`src/rtl/bmhq_pkg.sv`:
```
// ----------------------------------------------------------------------------
// bmhq_pkg
// Shared sizes, codes and transaction types of the binary max-heap queue.
// ----------------------------------------------------------------------------
package bmhq_pkg;

   // Heap sizing
   localparam int CAPACITY = 64;
   localparam int ADDR_W   = (CAPACITY > 1) ? $clog2(CAPACITY) : 1;
   localparam int CNT_W    = $clog2(CAPACITY + 1);

   // Fixed field widths
   localparam int DATA_W  = 32;
   localparam int COUNT_W = 7;

   // Request kinds
   localparam logic REQ_INSERT  = 1'b0;
   localparam logic REQ_EXTRACT = 1'b1;

   // Result status codes
   typedef enum logic [1:0] {
      STATUS_OK    = 2'd0,
      STATUS_EMPTY = 2'd1,
      STATUS_FULL  = 2'd2
   } status_type;

   // Request transaction
   typedef struct packed {
      logic                     req_type;
      logic signed [DATA_W-1:0] value;
   } heap_req_type;

   // Result transaction
   typedef struct packed {
      logic signed [DATA_W-1:0] popped_value;
      status_type               status;
      logic [COUNT_W-1:0]       count;
      logic signed [DATA_W-1:0] top_value;
   } heap_rsp_type;

endpackage

```
`src/rtl/binary_max_heap_queue.sv`:
```
// ----------------------------------------------------------------------------
// binary_max_heap_queue
// Priority queue of signed 32-bit values kept as a binary max-heap in RAM.
// ----------------------------------------------------------------------------
// Usage:
//  - req_* channel: one transaction either inserts req_data.value or extracts
//    the maximum. Every request produces exactly one rsp_* transaction.
//  - rsp_data carries the extracted value, a status (ok, empty, full), the
//    element count and the maximum left in the heap (0 when empty).
//  - One request is in progress at a time; req_stall is high from the cycle
//    after acceptance until the result has been written to the output register.
//  - An insert sifts up one level per cycle. An extract reads the last entry,
//    then the children of each level, left before right, through the single
//    RAM read port.
//  - The output register holds a result while rsp_stall is high; the next
//    request is still accepted and worked on, and only its result waits.
//  - Reset empties the heap (count to zero); RAM contents are not cleared and
//    need no clearing pass, since only entries below the count are read.
// ----------------------------------------------------------------------------
module binary_max_heap_queue
   import bmhq_pkg::*;
(
   input  logic         clock,
   input  logic         reset,
   input  logic         req_valid,
   output logic         req_stall,
   input  heap_req_type req_data,
   output logic         rsp_valid,
   input  logic         rsp_stall,
   output heap_rsp_type rsp_data
);

   localparam int EXT_W = ADDR_W + 2;

   typedef enum logic [2:0] {
      ST_IDLE,
      ST_UP,
      ST_LAST,
      ST_LEFT,
      ST_RIGHT,
      ST_PLACE,
      ST_RESP
   } state_type;

   // Parent index of a non-root heap slot
   function automatic logic [ADDR_W-1:0] parent_of(input logic [ADDR_W-1:0] p);
      logic [ADDR_W-1:0] t;
      t = p - ADDR_W'(1);
      return t >> 1;
   endfunction

   state_type                state_ff, state_in;
   logic [CNT_W-1:0]         count_ff, count_in;
   logic [ADDR_W-1:0]        pos_ff, pos_in;
   logic signed [DATA_W-1:0] val_ff, val_in;
   logic signed [DATA_W-1:0] left_ff, left_in;
   logic signed [DATA_W-1:0] popped_ff, popped_in;
   status_type               status_ff, status_in;
   logic signed [DATA_W-1:0] top_ff;
   heap_rsp_type             rsp_ff, rsp_in;
   logic                     rsp_valid_ff, rsp_valid_in;

   logic                     wr_en, rd_en;
   logic [ADDR_W-1:0]        wr_addr, rd_addr;
   logic signed [DATA_W-1:0] wr_data, rd_data;

   logic [EXT_W-1:0]         n_ext, cur_l_ext, cur_r_ext, desc_l_ext;
   logic                     has_r, desc_has_l;
   logic                     take_l, take_r, move;
   logic signed [DATA_W-1:0] cmp_val, child_val;
   logic [ADDR_W-1:0]        child_addr, desc_pos;
   logic [ADDR_W-1:0]        ins_pos, up_parent;
   logic [CNT_W-1:0]         cnt_dec;
   logic                     rsp_free;

   // Heap storage
   bmhq_ram #(
      .WIDTH (DATA_W),
      .DEPTH (CAPACITY)
   ) u_store (
      .clock   (clock),
      .wr_en   (wr_en),
      .wr_addr (wr_addr),
      .wr_data (wr_data),
      .rd_en   (rd_en),
      .rd_addr (rd_addr),
      .rd_data (rd_data)
   );

   // Index arithmetic for both sift directions
   assign n_ext     = EXT_W'(count_ff);
   assign cur_l_ext = {1'b0, pos_ff, 1'b1};
   assign cur_r_ext = cur_l_ext + EXT_W'(1);
   assign has_r     = cur_r_ext < n_ext;
   assign ins_pos   = count_ff[ADDR_W-1:0];
   assign up_parent = parent_of(pos_ff);
   assign cnt_dec   = count_ff - CNT_W'(1);
   assign rsp_free  = !rsp_valid_ff || !rsp_stall;

   // Child choice: strictly greater only, left child wins a tie
   always_comb begin
      take_l     = left_ff > val_ff;
      cmp_val    = take_l ? left_ff : val_ff;
      take_r     = rd_data > cmp_val;
      move       = 1'b0;
      child_addr = cur_l_ext[ADDR_W-1:0];
      child_val  = rd_data;
      case (state_ff)
         ST_LEFT: begin
            move = rd_data > val_ff;
         end
         ST_RIGHT: begin
            move       = take_l || take_r;
            child_addr = take_r ? cur_r_ext[ADDR_W-1:0] : cur_l_ext[ADDR_W-1:0];
            child_val  = take_r ? rd_data : left_ff;
         end
         default: begin
            move = 1'b0;
         end
      endcase
      desc_pos   = (state_ff == ST_LAST) ? '0 : child_addr;
      desc_l_ext = {1'b0, desc_pos, 1'b1};
      desc_has_l = desc_l_ext < n_ext;
   end

   // Sequencer: read, compare and write back one heap level at a time
   always_comb begin
      state_in     = state_ff;
      count_in     = count_ff;
      pos_in       = pos_ff;
      val_in       = val_ff;
      left_in      = left_ff;
      popped_in    = popped_ff;
      status_in    = status_ff;
      rsp_in       = rsp_ff;
      rsp_valid_in = rsp_valid_ff && rsp_stall;
      wr_en        = 1'b0;
      wr_addr      = pos_ff;
      wr_data      = val_ff;
      rd_en        = 1'b0;
      rd_addr      = desc_l_ext[ADDR_W-1:0];

      unique case (state_ff) inside
         ST_IDLE: begin
            if (req_valid) begin
               popped_in = '0;
               status_in = STATUS_OK;
               state_in  = ST_RESP;
               if (req_data.req_type == REQ_INSERT) begin
                  if (count_ff >= CNT_W'(CAPACITY)) begin
                     status_in = STATUS_FULL;
                  end else begin
                     count_in = count_ff + CNT_W'(1);
                     val_in   = req_data.value;
                     pos_in   = ins_pos;
                     if (ins_pos == '0) begin
                        wr_en   = 1'b1;
                        wr_addr = '0;
                        wr_data = req_data.value;
                     end else begin
                        rd_en    = 1'b1;
                        rd_addr  = parent_of(ins_pos);
                        state_in = ST_UP;
                     end
                  end
               end else begin
                  if (count_ff == '0) begin
                     status_in = STATUS_EMPTY;
                  end else begin
                     popped_in = top_ff;
                     count_in  = cnt_dec;
                     if (cnt_dec != '0) begin
                        rd_en    = 1'b1;
                        rd_addr  = cnt_dec[ADDR_W-1:0];
                        state_in = ST_LAST;
                     end
                  end
               end
            end
         end

         ST_UP: begin
            // rd_data holds the parent of pos
            if (val_ff > rd_data) begin
               wr_en   = 1'b1;
               wr_data = rd_data;
               pos_in  = up_parent;
               if (up_parent == '0) begin
                  state_in = ST_PLACE;
               end else begin
                  rd_en   = 1'b1;
                  rd_addr = parent_of(up_parent);
               end
            end else begin
               wr_en    = 1'b1;
               state_in = ST_RESP;
            end
         end

         ST_LAST: begin
            // rd_data holds the last element, now sifted from the root
            val_in = rd_data;
            pos_in = '0;
            if (desc_has_l) begin
               rd_en    = 1'b1;
               state_in = ST_LEFT;
            end else begin
               wr_en    = 1'b1;
               wr_addr  = '0;
               wr_data  = rd_data;
               state_in = ST_RESP;
            end
         end

         ST_LEFT, ST_RIGHT: begin
            if (state_ff == ST_LEFT && has_r) begin
               left_in  = rd_data;
               rd_en    = 1'b1;
               rd_addr  = cur_r_ext[ADDR_W-1:0];
               state_in = ST_RIGHT;
            end else if (move) begin
               wr_en   = 1'b1;
               wr_data = child_val;
               pos_in  = child_addr;
               if (desc_has_l) begin
                  rd_en    = 1'b1;
                  state_in = ST_LEFT;
               end else begin
                  state_in = ST_PLACE;
               end
            end else begin
               wr_en    = 1'b1;
               state_in = ST_RESP;
            end
         end

         ST_PLACE: begin
            wr_en    = 1'b1;
            state_in = ST_RESP;
         end

         ST_RESP: begin
            if (rsp_free) begin
               rsp_in.popped_value = popped_ff;
               rsp_in.status       = status_ff;
               rsp_in.count        = COUNT_W'(count_ff);
               rsp_in.top_value    = (count_ff != '0) ? top_ff : '0;
               rsp_valid_in        = 1'b1;
               state_in            = ST_IDLE;
            end
         end

         default: begin
            state_in = ST_IDLE;
         end
      endcase
   end

   // State and registered outputs
   always_ff @(posedge clock) begin
      pos_ff    <= pos_in;
      val_ff    <= val_in;
      left_ff   <= left_in;
      popped_ff <= popped_in;
      status_ff <= status_in;
      rsp_ff    <= rsp_in;
      // shadow of the root entry
      if (wr_en && wr_addr == '0) begin
         top_ff <= wr_data;
      end
      if (reset) begin
         state_ff     <= ST_IDLE;
         count_ff     <= '0;
         rsp_valid_ff <= 1'b0;
      end else begin
         state_ff     <= state_in;
         count_ff     <= count_in;
         rsp_valid_ff <= rsp_valid_in;
      end
   end

   assign req_stall = (state_ff != ST_IDLE);
   assign rsp_valid = rsp_valid_ff;
   assign rsp_data  = rsp_ff;

   // Checks
   a_count_bound: assert property (@(posedge clock) disable iff (reset)
      count_ff <= CNT_W'(CAPACITY))
      else $error("heap count beyond capacity");

   a_no_rw_clash: assert property (@(posedge clock) disable iff (reset)
      (rd_en && wr_en) |-> (rd_addr != wr_addr))
      else $error("read and write hit the same heap entry");

   a_empty_status: assert property (@(posedge clock) disable iff (reset)
      (rsp_valid_ff && rsp_ff.status == STATUS_EMPTY) |->
         (rsp_ff.count == '0 && rsp_ff.popped_value == '0))
      else $error("empty status with a non-empty heap");

   a_full_status: assert property (@(posedge clock) disable iff (reset)
      (rsp_valid_ff && rsp_ff.status == STATUS_FULL) |->
         (rsp_ff.count == COUNT_W'(CAPACITY)))
      else $error("full status below capacity");

endmodule

```
`src/rtl/bmhq_ram.sv`:
```
// ----------------------------------------------------------------------------
// bmhq_ram
// Generic single-write, single-read RAM with a registered read port.
// ----------------------------------------------------------------------------
module bmhq_ram #(
   parameter int WIDTH = 32,
   parameter int DEPTH = 64
) (
   input  logic                                        clock,
   input  logic                                        wr_en,
   input  logic [((DEPTH > 1) ? $clog2(DEPTH) : 1)-1:0] wr_addr,
   input  logic [WIDTH-1:0]                            wr_data,
   input  logic                                        rd_en,
   input  logic [((DEPTH > 1) ? $clog2(DEPTH) : 1)-1:0] rd_addr,
   output logic [WIDTH-1:0]                            rd_data
);

   logic [WIDTH-1:0] mem [DEPTH];

   // Write port and registered read port
   always_ff @(posedge clock) begin
      if (wr_en) begin
         mem[wr_addr] <= wr_data;
      end
      if (rd_en) begin
         rd_data <= mem[rd_addr];
      end
   end

endmodule
```
`config.mk`:
```
export PLATFORM = sky130hd
export DESIGN_NAME = binary_max_heap_queue
export DESIGN_NICKNAME = d
export VERILOG_FILES = /design/src/rtl/bmhq_pkg.sv /design/src/rtl/binary_max_heap_queue.sv /design/src/rtl/bmhq_ram.sv
export SDC_FILE = /design/constraint.sdc
export NUM_CORES = 2
export LEC_CHECK = 0
export BUFFER_PORTS_ARGS = -buffer_cell sky130_fd_sc_hd__buf_2
export CAP_MARGIN = 20
export CELL_PAD_IN_SITES_DETAIL_PLACEMENT = 2
export CELL_PAD_IN_SITES_GLOBAL_PLACEMENT = 2
export CORE_ASPECT_RATIO = 0.5
export CORE_MARGIN = 2
export CORE_UTILIZATION = 45
export CTS_CLUSTER_SIZE = 30
export DETAILED_ROUTE_END_ITERATION = 7
export GPL_TIMING_DRIVEN = 0
export PLACE_DENSITY_LB_ADDON = 0.1
export SETUP_SLACK_MARGIN = 0.5
export SLEW_MARGIN = 20
export SYNTH_ARGS = -nofsm -noshare
export SYNTH_HDL_FRONTEND = slang
export SYNTH_HIERARCHICAL = 1
export SYNTH_SLANG_ARGS = --single-unit
export TNS_END_PERCENT = 100
```
`constraint.sdc`:
```
create_clock -name clock -period 11 [get_ports clock]
set_clock_uncertainty 0.1 [all_clocks]
set_input_delay 1.65 -clock clock [delete_from_list [all_inputs] [get_ports clock]]
set_output_delay 1.65 -clock clock [all_outputs]
set_load 0.02 [all_outputs]
```
==> metrics.sh, run 1 <==
DIE_HEIGHT_UM=323
SYNTHXORXNORAREAFRAC=0.00249
SYNTH_UNIQUE_CELLS=74
OUTCOME='aborted with a tool error'
INITIAL_CORE_UTIL=0.455
FP.DIEW_UM=642
SYN_INST=4452
ASYNC_RESET_FF_FRAC=0
DETAILEDPLACEMENTHPWL_UM=249000
YOSYS.AREA_SHARE.SIMPLE=0.0287
FIRST-ERROR='[ERROR DPL-0033] detailed placement checks failed during check placement.'
SYNTH-EDFF-COUNT=2289
GPL.FINAL_WEIGHTED_CONGESTION=0.872
SYNTHESIS.AREA_MM2=0.0915
YS_SEQ_ELEMENTS=2300
YS_WARN_COUNT=6
SYNTH_NETS=4602
IOS=112
SYNTH-MAIN-FF-CELL='sky130_fd_sc_hd__edfxtp_1'
SYNTH_TOP_FAMILY_BY_AREA='multiplexers'
SYNTH_FA_HA_AREA_FRAC=0.0155
IO_BUFFER_COUNT=111
SYN-MEAN-INSTANCE-AREA_UM2=20.5
SYNTH_AREA_IN_COMPOUND_GATES=0.0353
FAILED_STAGE='3_5_place_dp'
POST_SYNTH_MUX_AREA_SHARE=0.148
SYNTH_SEQ_AREA_SHARE=0.754
CORE.ROWCOUNT=116
cell families after synthesis:
group | Yosys count
multiplexers | 674
adder cells (fa/ha/maj) | 113
AO/OA/AOI/OAI | 469
buffers and inverters | 322
AND/OR/NAND/NOR | 548
XOR/XNOR | 26
flip-flops | 2300
cell usage after synthesis, types with 34 or more instances:
| library cell | instances | area (µm²) |
|---|---|---|
| sky130_fd_sc_hd__o21ai_0 | 62 | 310 |
| sky130_fd_sc_hd__buf_2 | 67 | 335 |
| sky130_fd_sc_hd__a21oi_1 | 111 | 556 |
| sky130_fd_sc_hd__inv_1 | 87 | 327 |
| sky130_fd_sc_hd__clkbuf_1 | 111 | 417 |
| sky130_fd_sc_hd__mux4_2 | 544 | 12300 |
| sky130_fd_sc_hd__a22o_1 | 34 | 298 |
| sky130_fd_sc_hd__edfxtp_1 | 2289 | 68700 |
| sky130_fd_sc_hd__a221o_1 | 36 | 360 |
| sky130_fd_sc_hd__and2_1 | 41 | 257 |
| sky130_fd_sc_hd__nand2_1 | 117 | 439 |
| sky130_fd_sc_hd__and3_1 | 42 | 263 |
| sky130_fd_sc_hd__o22ai_1 | 87 | 544 |
| sky130_fd_sc_hd__ha_1 | 113 | 1410 |
| sky130_fd_sc_hd__mux2i_1 | 127 | 1270 |
| sky130_fd_sc_hd__nor2_1 | 196 | 736 |
through the flow:
step / setup slack (ns) / instance area, µm² / std cells / TNS (ns)
3_3_place_gp: -4.68 / 95400 / 7277 / -6905.93
2_1_floorplan: 2.00 / 91500 / 4452 / 0
==> run 2: changes to the inputs <==
--- a/config.mk
+++ b/config.mk
@@ -7,16 +7,11 @@
 export LEC_CHECK = 0
 export BUFFER_PORTS_ARGS = -buffer_cell sky130_fd_sc_hd__buf_2
 export CAP_MARGIN = 20
-export CELL_PAD_IN_SITES_DETAIL_PLACEMENT = 2
-export CELL_PAD_IN_SITES_GLOBAL_PLACEMENT = 2
-export CORE_ASPECT_RATIO = 0.5
 export CORE_MARGIN = 2
-export CORE_UTILIZATION = 45
-export CTS_CLUSTER_SIZE = 30
+export CORE_UTILIZATION = 30
 export DETAILED_ROUTE_END_ITERATION = 7
 export GPL_TIMING_DRIVEN = 0
-export PLACE_DENSITY_LB_ADDON = 0.1
-export SETUP_SLACK_MARGIN = 0.5
+export PLACE_DENSITY_LB_ADDON = 0.15
 export SLEW_MARGIN = 20
 export SYNTH_ARGS = -nofsm -noshare
 export SYNTH_HDL_FRONTEND = slang
==> metrics.sh, run 2 <==
MIN-DELAY-PATH-CLASS='reg -> reg'
POST_SYNTH_MUX_AREA_SHARE=0.148  # unchanged
IOS=112  # unchanged
FP.COREAREA_MM2=0.303
ASYNC_RESET_FF_FRAC=0  # unchanged
CP_SLOWEST_CELL='sky130_fd_sc_hd__mux2i_1'
GLOBAL_ROUTE_WIRE_LENGTH_BEFORE_REPAIR_UM=436000
CRITPATHMAXFANOUT=10
YOSYS.AREA_SHARE.SIMPLE=0.0287  # unchanged
WORST_PATH_MOST_REPEATED_CELL='sky130_fd_sc_hd__buf_2'
HTREEDEPTH=5
WORST-ENDPOINT-REQUIRED_NS=11.41
WORSTMARGINPINSLEW_NS=1.27
ANT_NETS=0
DP_SLACK_NS=-0.539
YS_WARN_COUNT=6  # unchanged
SYN_INST=4452  # unchanged
MOST_FREQUENT_CELLS_IN_THE_LAYOUT='2289 x sky130_fd_sc_hd__edfxtp_1, 544 x sky130_fd_sc_hd__mux4_2, 275 x sky130_fd_sc_hd__clkbuf_16'
TIMING.FINAL.CRIT_SHARE=0.983
DIE_HEIGHT_UM=556  # +72%
SYNTHXORXNORAREAFRAC=0.00249  # unchanged
CRIT_PATH_START='val_ff[14]'
GRT_USE_TOTAL=0.208
DRT-VIAS-PER-INSTANCE=5.35
SETUP.WORST_PATH.START_CLASS='register'
TOTALWIRELENGTH_UM=326000
ANTENNA_VIOLATIONS_BEFORE_REPAIR=32
CLOCKBUFFERDEPTH=4
RANKING_OF_SYNTHESIZED_CELLS_BY_INSTANCE_COUNT='2289 x sky130_fd_sc_hd__edfxtp_1, 544 x sky130_fd_sc_hd__mux4_2, 196 x sky130_fd_sc_hd__nor2_1'
HOLD_VIOL_FINAL=0
SLEW_HEADROOM=0.156
GRT_PASS1_VIAS=49288
TRITONCTS='done'
SYNTH-EDFF-COUNT=2289  # unchanged
N_FILL_CELL=27806
PATH_CLASS='reg -> reg'
FMAX_GHz=0.0925
CLOCK_LATENCY_ON_THE_WORST_SKEW_PAIR_NS=0.86
GRT_START_MAX_NET_PINS=65
LAYOUT_COMMONEST_CELL='sky130_fd_sc_hd__edfxtp_1'
SYNTH-MAIN-FF-CELL='sky130_fd_sc_hd__edfxtp_1'
SYNTH_NETS=4602  # unchanged
SYNTH_SEQ_AREA_SHARE=0.754  # unchanged
IO_BUFFER_COUNT=111  # unchanged
REGISTERS.TOP_BY_FF_COUNT='u_store/mem'
WORST_PATH_ARRIVAL_TIME_NS=11.22
REGAREA_MM2=0.0690
FINALCRITICALPERIOD_NS=10.81
LARGEST_REGISTER_FFS=2048
DETAILEDPLACEMENTHPWL_UM=226000  # -9.1%
WORST_SETUP_PATH_END_KIND='register'
NNETSFINAL=5238
CTS-HOLD-FIX-BUFFERS=0
TIMING_MAX_TRANSITION_VIOLATIONS_FINAL=0
WORST_PATH_LARGEST_CELL_DELAY_NS=0.71
YOSYS.AREA.TOP_TYPE_SHARE=0.752  # unchanged
FLOW.AREA_GROWTH_FROM_SYNTHESIS_PCT=21.3
CTS_ROOT_BUF='sky130_fd_sc_hd__clkbuf_16'
FINAL.SETUP.WORST_SLACK_NS=0.191
DETAILROUTE.VIA_COUNT=49491
SYNTHESIS.AREA_MM2=0.0915  # unchanged
FLOORPLAN.DIE_AREA_MM2=0.309
FP.DIEW_UM=556  # -13%
SYNTH_FA_HA_AREA_FRAC=0.0155  # unchanged
OUTCOME='finished clean'
DRV_CAP=0
FINAL-SETUP-VIOL-COUNT=0
DRIVE_GT1_FRAC=0.292
SYNTH_MOST_COMMON_CELL='sky130_fd_sc_hd__edfxtp_1'
WL_PER_CELL_UM=35.3
MULTI_INPUT_AREA_MM2=0.0220
YS_SEQ_ELEMENTS=2300  # unchanged
SYNTHDOMINANTAREACELLTYPE='sky130_fd_sc_hd__edfxtp_1'
SYN-MEAN-INSTANCE-AREA_UM2=20.5  # unchanged
CLOCK-SINKS=2300
GPL.FINAL_WEIGHTED_CONGESTION=0.838  # -4.0%
CRITICAL_PATH.REG2REG.STARTPOINT='val_ff[14]'
DRTITER0DRC=5986
INITIAL_CORE_UTIL=0.302  # -0.153
OVERFLOW=0
DRT_PASS_1_ITERS=6
SYNTH_TOP_FAMILY_BY_AREA='multiplexers'
SYNTH_AREA_IN_COMPOUND_GATES=0.0353  # unchanged
SYNTH_UNIQUE_CELLS=74  # unchanged
SYNTHTOPCELLSBYAREA='sky130_fd_sc_hd__edfxtp_1 75%, sky130_fd_sc_hd__mux4_2 13%, sky130_fd_sc_hd__ha_1 1.5%'
DETAIL_ROUTE.DRC_VIOLATIONS=0
CTS-BUFFERS-INSERTED=267
CTS.REPORTEDPATHS.CLKPINSLEW_NS=0.06
CORE.ROWCOUNT=202  # +74%
TIMING.HOLD.WORST.START='status_ff[0]'
==> run 2: worst paths after layout <==
kind	end	slack [ns]	cells after the start
setup reg to reg	u_store/rd_data[7]	0.19	29
hold / removal	rsp_data[39]	0.31	0
setup / recovery	u_store/rd_data[7]	0.19	29
hold reg to reg	rsp_data[39]	0.31	0
==> run 2: final cells by class <==
type	instances	area share
diodes	4	0.0000902
multi-input cells	1830	0.199
clock buffers	331	0.0639
repair buffers	367	0.0507
plain buffers	233	0.0105
inverters	89	0.00302
flip-flops and latches	2300	0.621
clock inverters	124	0.00687
well taps	3978	0.0449
==> run 2: cells by family (layout without fill, tap and decap cells) <==
| group | count (synthesis) | count (layout) |
|---|---|---|
| buf+inv | 322 | 1144 |
| other cells | 0 | 4 |
| compound gates | 469 | 469 |
| simple gates | 548 | 548 |
| fa+ha+maj | 113 | 113 |
| xor+xnor | 26 | 26 |
| flops | 2300 | 2300 |
| mux | 674 | 674 |
==> run 2: per-layer routing <==
layer | up-vias | GRT usage | wire (µm)
met1 | 27046 | 0.287 | 140000
met5 | - | 0 | 0
met3 | 508 | 0.0333 | 21400
met2 | 2048 | 0.329 | 151000
met4 | 0 | 0.0810 | 14000
li1 | 19889 | - | -
==> run 2: worst max-delay path, delay by kind of cell (launching register included) <==
kind            cells  cell delay (ns)
compound gates      9             2.65
xor+xnor            1             0.19
fa+ha+maj           2             0.65
buf+inv             7             2.78
flops               1             0.44
mux                 3             1.36
simple gates        7             2.23
==> run 2: what timing repair did <==
item	4_1_cts	5_1_grt
endpoints found under the setup margin	925	1123
pin swaps	1	20
gates resized for setup	10	16
setup buffers	0	44
==> run 2: through the flow <==
stage | utilization | std cells | area (µm²) | hold WS (ns) | setup TNS (ns)
2_1_floorplan | - | 4452 | 91500 | 0.300 | 0
3_3_place_gp | 0.320 | 8541 | 97000 | 0.302 | -8397.28
3_5_place_dp | 0.339 | 8752 | 103000 | 0.305 | -83.45
4_1_cts | 0.365 | 9207 | 110000 | 0.315 | 0
5_1_grt | 0.366 | 9253 | 111000 | 0.317 | -0.450
6_report | 0.366 | 9256 | 111000 | 0.314 | 0
Power of run 2 is left out: the tool's default activity adds up to more than one toggle a clock period on the data nets, which glitch-free logic cannot reach.
